<file path="src/design/cfe_pkg.sv">
package cfe_pkg;

   localparam logic [7:0]  PREAMBLE_BYTE = 8'hE6;
   localparam logic [7:0]  ESCAPE_BYTE   = 8'hE5;
   localparam logic [7:0]  SPECIAL_LOW   = 8'hE3;
   localparam logic [7:0]  SPECIAL_HIGH  = 8'hE6;
   localparam logic [15:0] CSUM_BASE     = 16'hFFFF;

   localparam int PREAMBLE_LEN = 4;
   localparam int PRE_CNT_W    = $clog2(PREAMBLE_LEN);

   // power of two so the pointers wrap on their own
   localparam int QUEUE_DEPTH = 4;
   localparam int QPTR_W      = $clog2(QUEUE_DEPTH);
   localparam int QCNT_W      = $clog2(QUEUE_DEPTH + 1);

   typedef struct packed {
      logic        pre;
      logic [7:0]  data;
      logic        last;
      logic [15:0] csum;
   } job_type;

   typedef struct packed {
      logic full;
      logic empty;
   } queue_status_type;

   typedef enum logic [1:0] {
      PH_PRE,
      PH_DATA,
      PH_CLO,
      PH_CHI
   } phase_type;

   function automatic logic is_special(input logic [7:0] b);
      return (b >= SPECIAL_LOW) && (b <= SPECIAL_HIGH);
   endfunction

   function automatic logic [15:0] ones_add(input logic [15:0] a, input logic [15:0] b);
      logic [16:0] s;
      s = {1'b0, a} + {1'b0, b};
      return s[15:0] + {15'd0, s[16]};
   endfunction

endpackage

</file>
<file path="src/design/cfe_channel_if.sv">
interface cfe_req_if;
   logic       valid;
   logic       ready;
   logic [7:0] data_byte;
   logic       last_byte;

   modport source (output valid, output data_byte, output last_byte, input ready);
   modport sink   (input valid, input data_byte, input last_byte, output ready);
endinterface

interface cfe_rsp_if;
   logic       valid;
   logic       ready;
   logic [7:0] out_byte;
   logic       last_of_run;

   modport source (output valid, output out_byte, output last_of_run, input ready);
   modport sink   (input valid, input out_byte, input last_of_run, output ready);
endinterface

</file>
<file path="src/design/cfe_front.sv">
module cfe_front (
   input  logic                      clock,
   input  logic                      reset,
   cfe_req_if.sink                   req_chan,
   input  cfe_pkg::queue_status_type q_stat,
   output logic                      push,
   output cfe_pkg::job_type          push_job
);
   import cfe_pkg::*;

   logic [15:0] sum_ff, sum_in;
   logic        odd_ff, odd_in;
   logic        start_ff, start_in;
   logic [15:0] addend;
   logic [15:0] new_sum;

   assign req_chan.ready = !q_stat.full;
   assign push           = req_chan.valid && !q_stat.full;

   always_comb begin
      addend  = odd_ff ? {req_chan.data_byte, 8'd0} : {8'd0, req_chan.data_byte};
      new_sum = ones_add(sum_ff, addend);

      push_job.pre  = start_ff;
      push_job.data = req_chan.data_byte;
      push_job.last = req_chan.last_byte;
      push_job.csum = CSUM_BASE - new_sum;

      sum_in   = sum_ff;
      odd_in   = odd_ff;
      start_in = start_ff;
      if (push) begin
         if (req_chan.last_byte) begin
            sum_in   = 16'd0;
            odd_in   = 1'b0;
            start_in = 1'b1;
         end else begin
            sum_in   = new_sum;
            odd_in   = !odd_ff;
            start_in = 1'b0;
         end
      end
   end

   always_ff @(posedge clock) begin
      if (reset) begin
         sum_ff   <= 16'd0;
         odd_ff   <= 1'b0;
         start_ff <= 1'b1;
      end else begin
         sum_ff   <= sum_in;
         odd_ff   <= odd_in;
         start_ff <= start_in;
      end
   end

endmodule

</file>
<file path="src/design/cfe_queue.sv">
module cfe_queue (
   input  logic                      clock,
   input  logic                      reset,
   input  logic                      push,
   input  cfe_pkg::job_type          push_job,
   input  logic                      pop,
   output cfe_pkg::job_type          head_job,
   output cfe_pkg::queue_status_type q_stat
);
   import cfe_pkg::*;

   job_type           entry_ff [QUEUE_DEPTH];
   logic [QPTR_W-1:0] wr_ptr_ff, wr_ptr_in;
   logic [QPTR_W-1:0] rd_ptr_ff, rd_ptr_in;
   logic [QCNT_W-1:0] cnt_ff, cnt_in;

   assign head_job     = entry_ff[rd_ptr_ff];
   assign q_stat.empty = (cnt_ff == '0);
   assign q_stat.full  = (cnt_ff == QCNT_W'(QUEUE_DEPTH));

   always_comb begin
      wr_ptr_in = push ? wr_ptr_ff + QPTR_W'(1) : wr_ptr_ff;
      rd_ptr_in = pop  ? rd_ptr_ff + QPTR_W'(1) : rd_ptr_ff;
      cnt_in    = cnt_ff + QCNT_W'(push) - QCNT_W'(pop);
   end

   always_ff @(posedge clock) begin
      if (reset) begin
         wr_ptr_ff <= '0;
         rd_ptr_ff <= '0;
         cnt_ff    <= '0;
      end else begin
         wr_ptr_ff <= wr_ptr_in;
         rd_ptr_ff <= rd_ptr_in;
         cnt_ff    <= cnt_in;
      end
   end

   always_ff @(posedge clock) begin
      if (push) begin
         entry_ff[wr_ptr_ff] <= push_job;
      end
   end

endmodule

</file>
<file path="src/design/cfe_back.sv">
module cfe_back (
   input  logic                      clock,
   input  logic                      reset,
   input  cfe_pkg::job_type          head_job,
   input  cfe_pkg::queue_status_type q_stat,
   output logic                      pop,
   cfe_rsp_if.source                 rsp_chan
);
   import cfe_pkg::*;

   phase_type            phase_ff, phase_in;
   logic [PRE_CNT_W-1:0] pre_cnt_ff, pre_cnt_in;
   logic                 tail_ff, tail_in;
   logic                 valid_ff, valid_in;
   logic [7:0]           byte_ff, byte_in;
   logic                 lor_ff, lor_in;

   phase_type eff_phase;
   logic      step;
   logic      elem_end;
   logic      job_done;
   logic      special;
   logic [7:0] raw;
   logic [7:0] cur_byte;

   assign rsp_chan.valid       = valid_ff;
   assign rsp_chan.out_byte    = byte_ff;
   assign rsp_chan.last_of_run = lor_ff;

   // outputs of the sequencer
   always_comb begin
      step = !q_stat.empty && (!valid_ff || rsp_chan.ready);
      // a job without preamble starts straight at its data byte
      eff_phase = (phase_ff == PH_PRE && !head_job.pre) ? PH_DATA : phase_ff;
      case (eff_phase)
         PH_DATA: raw = head_job.data;
         PH_CLO:  raw = head_job.csum[7:0];
         PH_CHI:  raw = head_job.csum[15:8];
         default: raw = PREAMBLE_BYTE;
      endcase
      special = is_special(raw);
      if (eff_phase == PH_PRE) begin
         cur_byte = PREAMBLE_BYTE;
         elem_end = 1'b1;
      end else if (tail_ff) begin
         cur_byte = SPECIAL_HIGH - raw;
         elem_end = 1'b1;
      end else if (special) begin
         cur_byte = ESCAPE_BYTE;
         elem_end = 1'b0;
      end else begin
         cur_byte = raw;
         elem_end = 1'b1;
      end
      case (eff_phase)
         PH_DATA: job_done = elem_end && !head_job.last;
         PH_CHI:  job_done = elem_end;
         default: job_done = 1'b0;
      endcase
      pop = step && job_done;

      valid_in = step || (valid_ff && !rsp_chan.ready);
      byte_in  = step ? cur_byte : byte_ff;
      lor_in   = step ? job_done : lor_ff;
   end

   // next state
   always_comb begin
      phase_in   = phase_ff;
      pre_cnt_in = pre_cnt_ff;
      tail_in    = tail_ff;
      if (step) begin
         tail_in = !elem_end;
         case (eff_phase)
            PH_PRE: begin
               if (pre_cnt_ff == PRE_CNT_W'(PREAMBLE_LEN - 1)) begin
                  pre_cnt_in = '0;
                  phase_in   = PH_DATA;
               end else begin
                  pre_cnt_in = pre_cnt_ff + PRE_CNT_W'(1);
               end
            end
            PH_DATA: begin
               if (elem_end) begin
                  phase_in = head_job.last ? PH_CLO : PH_PRE;
               end
            end
            PH_CLO: begin
               if (elem_end) begin
                  phase_in = PH_CHI;
               end
            end
            PH_CHI: begin
               if (elem_end) begin
                  phase_in = PH_PRE;
               end
            end
            default: phase_in = PH_PRE;
         endcase
      end
   end

   always_ff @(posedge clock) begin
      if (reset) begin
         phase_ff   <= PH_PRE;
         pre_cnt_ff <= '0;
         tail_ff    <= 1'b0;
         valid_ff   <= 1'b0;
      end else begin
         phase_ff   <= phase_in;
         pre_cnt_ff <= pre_cnt_in;
         tail_ff    <= tail_in;
         valid_ff   <= valid_in;
      end
   end

   always_ff @(posedge clock) begin
      byte_ff <= byte_in;
      lor_ff  <= lor_in;
   end

endmodule

</file>
<file path="src/design/command_frame_escaper_top.sv">
// channel   dir  beat payload                       accepted when
// req_chan  in   data_byte[7:0], last_byte          valid && ready
// rsp_chan  out  out_byte[7:0], last_of_run         valid && ready
//
// Each command byte yields 1 to 10 line bytes (1 or 2 for the data byte, up to 8
// more for the preamble and checksum); the back sequencer sends one line byte per
// cycle while the queue holds a job and rsp_chan is not stalled.
// Request beats enter the job queue at one per cycle while it has room.
// Reset (synchronous) empties the queue and returns the checksum to a new frame.
// A stalled rsp_chan holds its beat; the front keeps accepting until the queue fills.
module command_frame_escaper_top (
   input  logic      clock,
   input  logic      reset,
   cfe_req_if.sink   req_chan,
   cfe_rsp_if.source rsp_chan
);
   import cfe_pkg::*;

   logic             push;
   logic             pop;
   job_type          push_job;
   job_type          head_job;
   queue_status_type q_stat;

   cfe_front u_front (
      .clock    (clock),
      .reset    (reset),
      .req_chan (req_chan),
      .q_stat   (q_stat),
      .push     (push),
      .push_job (push_job)
   );

   cfe_queue u_queue (
      .clock    (clock),
      .reset    (reset),
      .push     (push),
      .push_job (push_job),
      .pop      (pop),
      .head_job (head_job),
      .q_stat   (q_stat)
   );

   cfe_back u_back (
      .clock    (clock),
      .reset    (reset),
      .head_job (head_job),
      .q_stat   (q_stat),
      .pop      (pop),
      .rsp_chan (rsp_chan)
   );

`ifndef ASSERT_OFF
   a_pop_nonempty: assert property (@(posedge clock) disable iff (reset)
      pop |-> !q_stat.empty)
      else $error("job popped from empty queue");

   a_pop_marks_last: assert property (@(posedge clock) disable iff (reset)
      pop |=> rsp_chan.valid && rsp_chan.last_of_run)
      else $error("finished job without last_of_run beat");

   a_accept_queued: assert property (@(posedge clock) disable iff (reset)
      req_chan.valid && req_chan.ready |=> !q_stat.empty)
      else $error("accepted beat missing from queue");
`endif

endmodule
</file>
<file path="src/flat_wrapper.sv">
// flat-port wrapper written by rule: the top's interface ports become plain ports
module command_frame_escaper_top_flat import cfe_pkg::*;
  (clock, reset, req_chan_valid, req_chan_data_byte, req_chan_last_byte, req_chan_ready, rsp_chan_valid, rsp_chan_out_byte, rsp_chan_last_of_run, rsp_chan_ready);
  cfe_req_if req_chan_i ();
  cfe_rsp_if rsp_chan_i ();
  input  logic clock;
  input  logic reset;
  input wire logic [$bits(req_chan_i.valid)-1:0] req_chan_valid;
  input wire logic [$bits(req_chan_i.data_byte)-1:0] req_chan_data_byte;
  input wire logic [$bits(req_chan_i.last_byte)-1:0] req_chan_last_byte;
  output wire logic [$bits(req_chan_i.ready)-1:0] req_chan_ready;
  output wire logic [$bits(rsp_chan_i.valid)-1:0] rsp_chan_valid;
  output wire logic [$bits(rsp_chan_i.out_byte)-1:0] rsp_chan_out_byte;
  output wire logic [$bits(rsp_chan_i.last_of_run)-1:0] rsp_chan_last_of_run;
  input wire logic [$bits(rsp_chan_i.ready)-1:0] rsp_chan_ready;
  assign req_chan_i.valid = req_chan_valid;
  assign req_chan_i.data_byte = req_chan_data_byte;
  assign req_chan_i.last_byte = req_chan_last_byte;
  assign req_chan_ready = req_chan_i.ready;
  assign rsp_chan_valid = rsp_chan_i.valid;
  assign rsp_chan_out_byte = rsp_chan_i.out_byte;
  assign rsp_chan_last_of_run = rsp_chan_i.last_of_run;
  assign rsp_chan_i.ready = rsp_chan_ready;
  command_frame_escaper_top u_core (.clock(clock), .reset(reset), .req_chan(req_chan_i), .rsp_chan(rsp_chan_i));
endmodule
</file>
<file path="config.mk">
export PLATFORM = sky130hd
export DESIGN_NAME = command_frame_escaper_top_flat
export DESIGN_NICKNAME = d
export VERILOG_FILES = /design/src/design/cfe_pkg.sv /design/src/design/cfe_channel_if.sv /design/src/design/cfe_front.sv /design/src/design/cfe_queue.sv /design/src/design/cfe_back.sv /design/src/design/command_frame_escaper_top.sv /design/src/flat_wrapper.sv
export SDC_FILE = /design/constraint.sdc
export NUM_CORES = 1
export LEC_CHECK = 0
export ABC_AREA = 1
export BUFFER_PORTS_ARGS = -buffer_cell sky130_fd_sc_hd__buf_4
export CORE_MARGIN = 4
export CORE_UTILIZATION = 50
export DETAILED_ROUTE_END_ITERATION = 10
export PLACE_DENSITY = 0.76
export REMOVE_ABC_BUFFERS = 1
export SLEW_MARGIN = 10
export SYNTH_ARGS = -nofsm -noshare
export SYNTH_HDL_FRONTEND = slang
export SYNTH_SLANG_ARGS = --single-unit
</file>
<file path="constraint.sdc">
create_clock -name clock -period 3.5 [get_ports clock]
set_input_delay 0.175 -clock clock [delete_from_list [all_inputs] [get_ports clock]]
set_output_delay 0.175 -clock clock [all_outputs]
set_load 0.01 [all_outputs]
</file>
Word level (Yosys, flattened, before mapping)
Memory sizes are Yosys's and may differ from the RTL's. A register that Yosys moved wholly into a read port is not among the register bits.
Index checks and enable logic that the tools add are counted.
W data, S select, Z words.
Operators by class
  multiplexer cells: 23
  reduce and logical (&&, ||, !) cells: 22
  add/subtract/negate cells: 9
  magnitude comparators: 2
  equality and inequality tests: 9
Operators by type and width (count)
  $mux W16: 2
  $pmux W8 S3: 1
  $mux W2: 9
  $add A16 B16 Y17: 1
  $add A16 B1 Y16: 1
  $mux W8: 2
  $sub A16 B16 Y16 const A: 1
  $ge A8 B8 Y1 const B: 1
  $le A8 B8 Y1 const B: 1
  $logic_not A1 Y1: 8
  $pmux W2 S4: 1
  $sub A8 B8 Y8 const A: 1
  $logic_and A1 B1 Y1: 7
  $mux W1: 7
  $add A2 B1 Y2 const B: 3
  $eq A2 B2 Y1 const B: 3
  $ne A2 B2 Y1 const B: 3
  $reduce_and A5 Y1: 1
  $logic_not A2 Y1: 2
  $add A3 B1 Y3: 1
  $eq A3 B3 Y1 const B: 1
  $logic_not A3 Y1: 1
  $sub A3 B1 Y3: 1
  $eq A2 B1 Y1 const B: 1
  4 further kinds: 5
Storage, ports and cells
  memories: 1
  logic and storage cells: 78
  input bits: 13
  register bits after elaboration: 40
  memory bits (writable): 104
Memory list
  u_core.u_queue.entry_ff: depth 4, width 26, rd ports 1, clocked after Yosys merged registers in 1, wr ports 1, line cfe_queue.sv:12  | job_type entry_ff [QUEUE_DEPTH];

Longest topological paths before layout
Gate-level depths: netlist of the first run.
  depth after elaboration: 15
  mapped depth: 25

Hierarchy
From an unflattened synthesis of the first run, not the netlist that was laid out.
Unflattened totals
  cells, all modules: 937
  area total of the unflattened synthesis: 8270.4 um^2
By module, submodules not included
  cfe_queue: seq. area each 3303.2 um^2, cells an instance 360, times used 1, area an instance 4678.2 um^2
  cfe_front: seq. area each 360.3 um^2, cells an instance 420, times used 1, area an instance 2379.8 um^2
  cfe_back: seq. area each 390.4 um^2, cells an instance 157, times used 1, area an instance 1212.4 um^2

Worst setup path before layout of the first run
Ideal clock, no wire load.
  path type: register to register
  start point: register u_core.u_front.odd_ff
  end point: register u_core.u_front.sum_ff[7]
  slack: -0.050 ns
  arrival: 3.479 ns
  clock period less this slack: 3.550 ns
  data required time: 3.430 ns
  path buffers: 3
  library setup time: 0.070 ns
  stages on the path, launching flop included: 24
  cell sequence: dfxtp_1 -> clkbuf_1 -> clkbuf_1 -> nor2_1 -> ha_1 -> fa_1 -> nand3_1 -> nand3_2 -> nand2_1 -> nand2_1 -> nand3_1 -> nand2_1 -> a21oi_1 -> o21bai_1 -> ha_1 -> nand2_1 -> nor2_1 -> nand3_1 -> inv_1 -> and3_1 -> buf_4 -> xor2_2 -> or2_1 -> a21oi_1
On the way
  cells in the longest elaborated chain, start to end: 4
Ends and longest elaborated chain
  start, declared: line cfe_front.sv:12  | logic odd_ff, odd_in;
  start signal, assigned: line cfe_front.sv:52  | odd_ff <= odd_in;
  $mux W16: line cfe_front.sv:21  | addend = odd_ff ? {req_chan.data_byte, 8'd0} : {8'd0, req_chan.data_byte};
  $add A16 B16 Y17: line cfe_pkg.sv:42  | s = {1'b0, a} + {1'b0, b};
  $add A16 B1 Y16: line cfe_pkg.sv:43  | return s[15:0] + {15'd0, s[16]};
  $mux W16: line cfe_front.sv:33  | if (req_chan.last_byte) begin
  end signal, assigned: line cfe_front.sv:51  | sum_ff <= sum_in;
  end, declared: line cfe_front.sv:11  | logic [15:0] sum_ff, sum_in;
No other way between the ends.
A chain may end at the register's enable or synchronous reset.

==> results of run 1 <==
==> sequential cells by signal, indices dropped and copies added, names as in the netlist, named ones only <==
signal / flops
u_core.u_queue.wr_ptr_ff: 2
u_core.u_front.odd_ff: 1
u_core.u_queue.entry_ff: 104
u_core.u_front.sum_ff: 16
u_core.u_back.pre_cnt_ff: 2
u_core.u_queue.cnt_ff: 3
u_core.u_back.rsp_chan.last_of_run: 1
u_core.u_back.tail_ff: 1
u_core.u_back.phase_ff: 2
u_core.u_back.rsp_chan.out_byte: 8
u_core.u_queue.rd_ptr_ff: 2
u_core.u_back.rsp_chan.valid: 1
u_core.u_front.start_ff: 1
==> worst max-delay path: stages, from the launching register on <==
cell	delay [ps]
dfxtp_1	350
buf_4	180
nor2_1	60
ha_2	380
nand3_1	100
nand3_2	80
nand2_1	60
nand2_2	90
nand3_1	90
nand2_1	100
a21oi_1	70
o21bai_1	130
ha_1	190
ha_1	190
inv_1	80
nor2_4	130
nand2_2	80
nor2_4	160
nand2_2	80
nor2_4	130
nand3_1	110
nand2_2	100
nand2_2	90
==> worst paths after layout <==
path,endpoint,start,slack (ps),cells after the start
hold / removal,u_core.u_back.rsp_chan.valid,rsp_chan_ready,20,4
setup / recovery,u_core.u_queue.entry_ff[0][10],u_core.u_front.odd_ff,200,22
setup reg to reg,u_core.u_queue.entry_ff[0][10],u_core.u_front.odd_ff,200,22
hold reg to reg,u_core.u_back.pre_cnt_ff[1],u_core.u_back.pre_cnt_ff[1],480,2
==> through the flow <==
stage | cell area, um2 | setup TNS, ps | std cells | total power, mW | utilization [%]
global route | 8930 | -69.0 | 1097 | 6.20 | 59.0
detailed placement | 8190 | 0 | 1054 | 4.07 | 54.0
CTS | 8870 | 0 | 1095 | 5.86 | 58.6
floorplan | 7540 | -1050 | 816 | 3.47 | -
finish | 8930 | 0 | 1097 | 5.88 | 59.0
global placement | 8190 | 0 | 1054 | 4.03 | 54.0
==> power by group <==
part,internal [mW],switching (mW)
Combinational,0.619,1.20
Clock,1.06,0.726
Sequential,2.17,0.0977
==> routing by layer <==
layer  up-vias  part of all wire, %  wire length (um)
met1      2773                   42              7720
met5         -                    0                 0
met2       178                   49              9000
li1       2889                    -                 -
met4         0                  2.9               527
met3        39                  5.8              1060
==> layout make-up <==
class / instances / area [um2]
Clock inverter: 11 / 82.6
Inverter: 110 / 418
Clock buffer: 21 / 514
Sequential cell: 146 / 4060
Tap cell: 188 / 235
Timing Repair Buffer: 61 / 509
Multi-Input combinational cell: 560 / 3110
Fill cell: 1230 / 6220
==> kinds of logic after synthesis <==
logic type / Yosys count / synth area share [%]
buffers and inverters: 135 / 7.32
DFF: 146 / 52.7
and+or+nand+nor: 393 / 22.9
adders and majority gates: 30 / 5.08
AOI/OAI and AO/OA: 116 / 8.37
xor gates and xnor gates: 21 / 3.61
==> cells in the final DEF, fill, tap and decap left out, drive strengths merged, types with 5 or more instances in the layout <==
master | Yosys | routed
a21oi | 44 | 44
buf | 18 | 52
clkbuf | 7 | 21
clkinv | 0 | 5
dfxtp | 33 | 33
dlygate4sd3 | 0 | 9
edfxtp | 113 | 113
ha | 28 | 28
inv | 110 | 116
nand2 | 212 | 212
nand3 | 57 | 57
nand4 | 15 | 15
nor2 | 94 | 94
o21ai | 53 | 53
o22ai | 13 | 13
or2 | 10 | 10
xnor2 | 9 | 9
xor2 | 12 | 12
==> repair_timing <==
action / CTS / global route
endpoints found under the hold margin: 36 / 0
gates resized for setup: 0 / 14
hold buffers: 9 / 0
endpoints found under the setup margin: 0 / 19
setup buffers: 0 / 2
==> results_dict.tcl, run 1 <==
set metrics [dict create \
    synth_area_leaders "edfxtp_1 44%, nand2_1 9.5%, dfxtp_1 8.6%, inv_1 5.0%, ha_1 4.6%" \
    ys_seq_elements 146 \
    h_tree_lvls 4 \
    root_buffer "clkbuf_16" \
    cts_made_buffers 17 \
    num_antenna_cells 0 \
    tightestPinTransition_ps 550 \
    design.die.area_um2 17400 \
    gr-usage-met1_pct 27.2 \
    post_drt_via_cell_ratio 5.36 \
    vias 5879 \
    num-nets-final 939 \
    slew_violations 0 \
    grtUsageTotal_pct 21.4 \
    post-synth-top-count-cell "nand2_1" \
    grt_antenna_before_repair 0 \
    achievable-frequency_ghz 0.303 \
    max_root_sink_buffers 2 \
    p_leak_nw 3.79 \
    grt_pass1_wl_um 29100 \
    fin_worst_hold_slack_ps 23.3 \
    timing_hold_violations_final 0 \
    synth_enable_flop_cells 113 \
    maximum_number_of_pins_on_one_net_before_global_route_repair 44 \
    synth-seq-area-share_pct 52.7 \
    chipHeight_um 132 \
    worst_setup_path_end_kind "flip-flop" \
    routedWlPerCell_um 16.7 \
    numClockSinks 146 \
    worstPathArrival_ps 3460 \
    timing.max_cap.violations 0 \
    slew_headroom_pct 63.2 \
    io-pin-count 24 \
    clock_tree_from_tritoncts "built" \
    yosys_most_used_dff "edfxtp_1" \
    portBuffers 23 \
    floorplan.initialDensity_pct 50.8 \
    vias_in_the_first_global_route 5652 \
    crit_path_max_fanout 10 \
    path_class "flip-flop to flip-flop" \
    dr.pass1.iters 7 \
    clock_latency_ps 430 \
    netlist.area_leader.share_pct 44.1 \
    detailed_place_hpwl_um 12700 \
    yosysUniqueCellTypes 44 \
    synth.yosys.warnings 0 \
    clock_skew_ps 13.4 \
    postSynthAreaPerCell_um2 9.14 \
    vdd_ir_drop_max_v 0.000366 \
    ys_async_sr_fraction_pct 0 \
    drt_first_iter_violations 535 \
    finalSetupViolations 0 \
    die_w_um 132 \
    fin_ws_ps 200 \
    global_route.usage.met3_pct 4.43 \
    netlist_instances 841 \
    worstHoldPathType "input pin to flip-flop" \
    finalCritPeriodShare_pct 94.3 \
    netlist_area_um2 7690 \
    worst-endpoint-required_ps 3660 \
    globalRouteMet2Util_pct 35.4 \
    drt_wl_total_um 18300 \
    area_growth_syn_to_layout_pct 16.1 \
    core.rowCount 45 \
    final_layout_size_suffix_gt1_share_pct 16.9 \
    design.core.area_um2 15100 \
    drc 0 \
    grt-ovfl-total 0 \
    grt_busiest_layer "met2" \
    worst_setup_slack_post_dpl_ps 147 \
    synth_common_cells "195 x nand2_1, 113 x edfxtp_1, 103 x inv_1" \
    drt.antenna.violating_nets 0 \
    power_density_nw_per_um2 658 \
    outcome "finished clean" \
    synth_largest_area_cell "edfxtp_1" \
    clk_pin_slew_ps 60 \
    worst_setup_path_start_kind "flip-flop" \
    gp_congestion 0.974 \
    finalCriticalPeriod_ps 3300 \
]
Power figures use the tool's default switching activity.
==> inputs of run 2 (changes only) <==
SYNTH_HIERARCHICAL = 1   (was not set)
==> results_dict.tcl, run 2 <==
set metrics [dict create \
    layout_commonest_cell "nand2_1" \
    synth.yosys.warnings 6 \
    maximum_number_of_pins_on_one_net_before_global_route_repair 41 \
    dr.pass1.iters 5 \
    synth_area_leaders "edfxtp_1 41%, nand2_1 11%, dfxtp_1 8.0%, inv_1 7.4%, ha_1 4.2%" \
    power_density_nw_per_um2 636 \
    ys_async_sr_fraction_pct 0 \
    clock_tree_from_tritoncts "built" \
    holdPathStages 1 \
    synth_enable_flop_cells 113 \
    core.rowCount 46 \
    worst_setup_path_start_kind "flip-flop" \
    yosys_most_used_dff "edfxtp_1" \
    routedWlPerCell_um 15.5 \
    critical-path-max-stage-delay_ps 390 \
    timing.max_cap.violations 0 \
    design.core.area_um2 16100 \
    design.die.area_um2 18700 \
    floorplan.initialDensity_pct 51.5 \
    tightestPinTransition_ps 776 \
    drc 0 \
    vdd_ir_drop_max_v 0.000297 \
    grt_antenna_before_repair 0 \
    area_growth_syn_to_layout_pct 16.5 \
    layout.filler_cells 1317 \
    finalSetupViolations 0 \
    outcome "finished clean" \
    synth_common_cells "237 x nand2_1, 162 x inv_1, 113 x edfxtp_1" \
    crit_chain "nor2_4 > ha_2 > inv_2 > fa_2 > inv_2 > nand2_2 > nand3_2 > nand2_1 > nand2_1 > a21oi_1 > o21bai_1 > ha_2 > nand2_4 > nor2_8 > nand3_4 > nor2_4 > nand3_4 > nor2_8 > nand4_1 > nand2_2 > nand2_2" \
    grt-ovfl-total 0 \
    worst-endpoint-required_ps 3660 \
    final_layout_size_suffix_gt1_share_pct 20.9 \
    portBuffers 23 \
    clk_pin_slew_ps 60 \
    most_flop_heavy_register "u_core/u_queue/entry_ff" \
    ys_seq_elements 146 \
    slew_headroom_pct 48.3 \
    timing.critical_path.mode_cell "nand2_2" \
    achievable-frequency_ghz 0.299 \
    postSynthAreaPerCell_um2 8.83 \
    num-nets-final 1034 \
    finalCriticalPeriod_ps 3350 \
    finalCoreUtilization_pct 60.0 \
    number_of_flip_flops_under_the_largest_register_name 104 \
    numClockSinks 146 \
    drt_first_iter_violations 569 \
    layout.cells.most_common_list "230 x nand2_1, 159 x inv_1, 113 x edfxtp_1" \
    worst_setup_path_end_kind "flip-flop" \
    worstPathArrival_ps 3510 \
    vias_in_the_first_global_route 5792 \
    finalCritPeriodShare_pct 95.7 \
    vias 6350 \
    gp_congestion 0.933 \
    synth-seq-area-share_pct 49.0 \
    clock_skew_ps 10.1 \
    post_drt_via_cell_ratio 5.20 \
    cts_made_buffers 17 \
    root_buffer "clkbuf_16" \
    p_leak_nw 4.23 \
    netlist.area_leader.share_pct 41.0 \
    setup_total_negative_slack_ps 0 \
    h_tree_lvls 4 \
    reg2regPathDepth 21 \
    drt_wl_total_um 18900 \
    io-pin-count 24 \
    slew_violations 0 \
    die_w_um 137 \
    max_root_sink_buffers 2 \
    crit_path_max_fanout 7 \
    num_antenna_cells 0 \
    netlist_instances 937 \
    netlist_area_um2 8270 \
    critical-path-slowest-cell "fa_2" \
    grtUsageTotal_pct 20.2 \
    worstHoldPathType "input pin to flip-flop" \
    detailed_place_hpwl_um 12700 \
    timing_hold_violations_final 0 \
    synth_largest_area_cell "edfxtp_1" \
    drt.antenna.violating_nets 0 \
    chipHeight_um 137 \
    worst-r2r-setup-slack_ps 150 \
    grt_pass1_wl_um 29100 \
    post-synth-top-count-cell "nand2_1" \
    yosysUniqueCellTypes 43 \
    path_class "flip-flop to flip-flop" \
    clock_latency_ps 420 \
]
==> run 2: changes by cell type in the layout (fill, tap and decap cells not counted), sizes merged, moves of 12 or more <==
cell / change
inv: +65
o22ai: -13
nor2: -44
o21ai: -12
nand2: +41
a21oi: +23
o211ai: +26
==> run 2: power by group <==
part / internal (mW) / leakage, nW / switching (mW)
clock: 1.04 / 0.289 / 0.700
sequential: 2.19 / 1.27 / 0.122
combinational: 0.729 / 2.67 / 1.35
==> run 2: final cells by class <==
type | count | area (um2) | area share, %
Multi-Input combinational cell | 577 | 3420 | 35.5
Inverter | 178 | 671 | 6.96
Clock inverter | 9 | 66.3 | 0.688
Clock buffer | 23 | 510 | 5.30
Timing Repair Buffer | 71 | 633 | 6.57
Tap cell | 216 | 270 | 2.81
Sequential cell | 146 | 4070 | 42.2
==> run 2: path summary, 6_finish.rpt <==
kind                                     to                   startpoint
min reg2reg                       flip-flop  u_core/u_queue/rd_ptr_ff[1]
max          u_core/u_queue/entry_ff[0][14]        u_core/u_front/odd_ff
max reg2reg  u_core/u_queue/entry_ff[0][14]        u_core/u_front/odd_ff
min          u_core/u_queue/entry_ff[2][22]        req_chan_data_byte[5]
==> run 2: per-layer routing <==
metal	vias to the layer above	GRT usage [%]	wire length [um]
met3	48	3.49	1140
met2	208	33.8	9100
met5	-	0	0
met1	2952	26.3	8050
met4	0	7.89	584
li1	3142	-	-
==> run 2: through the flow <==
step | power (mW) | std cells | instance area [um2] | worst slack, ps | hold WS [ps]
finish | 6.13 | 1220 | 9630 | 151 | 16.6
CTS | 6.06 | 1210 | 9380 | 81.6 | 2.69
global placement | 4.26 | 1171 | 8730 | 90.9 | 391
floorplan | 3.68 | 901 | 8020 | -1560 | 237
global route | 6.47 | 1220 | 9630 | -60.3 | 9.40
detailed placement | 4.32 | 1171 | 8730 | -6.84 | 394
==> run 2: logic make-up (layout without fill, tap and decap cells) <==
kind of cell | after synthesis | in the layout | share of synthesized area, %
adder cells (fa/ha/maj) | 30 | 30 | 4.72
AND/OR/NAND/NOR | 399 | 399 | 22.9
buffers and inverters | 214 | 281 | 11.2
XOR/XNOR | 8 | 8 | 0.847
AO/OA/AOI/OAI | 140 | 140 | 11.3
flip-flops | 146 | 146 | 49.0
==> run 2: repair_timing <==
action | CTS | global route
setup endpoints to repair | 5 | 46
gates cloned | 0 | 2
resized for setup | 1 | 37
endpoints found under the hold margin | 28 | 0
pin swaps | 0 | 7
hold buffers | 7 | 0
buffers inserted | 0 | 8
==> run 2: critical path, delay by kind of cell, from the launching register on <==
kind | cells | cell delay (ps)
simple gates | 14 | 1480
fa+ha+maj | 3 | 830
flops | 1 | 380
compound gates | 2 | 270
buf+inv | 2 | 120
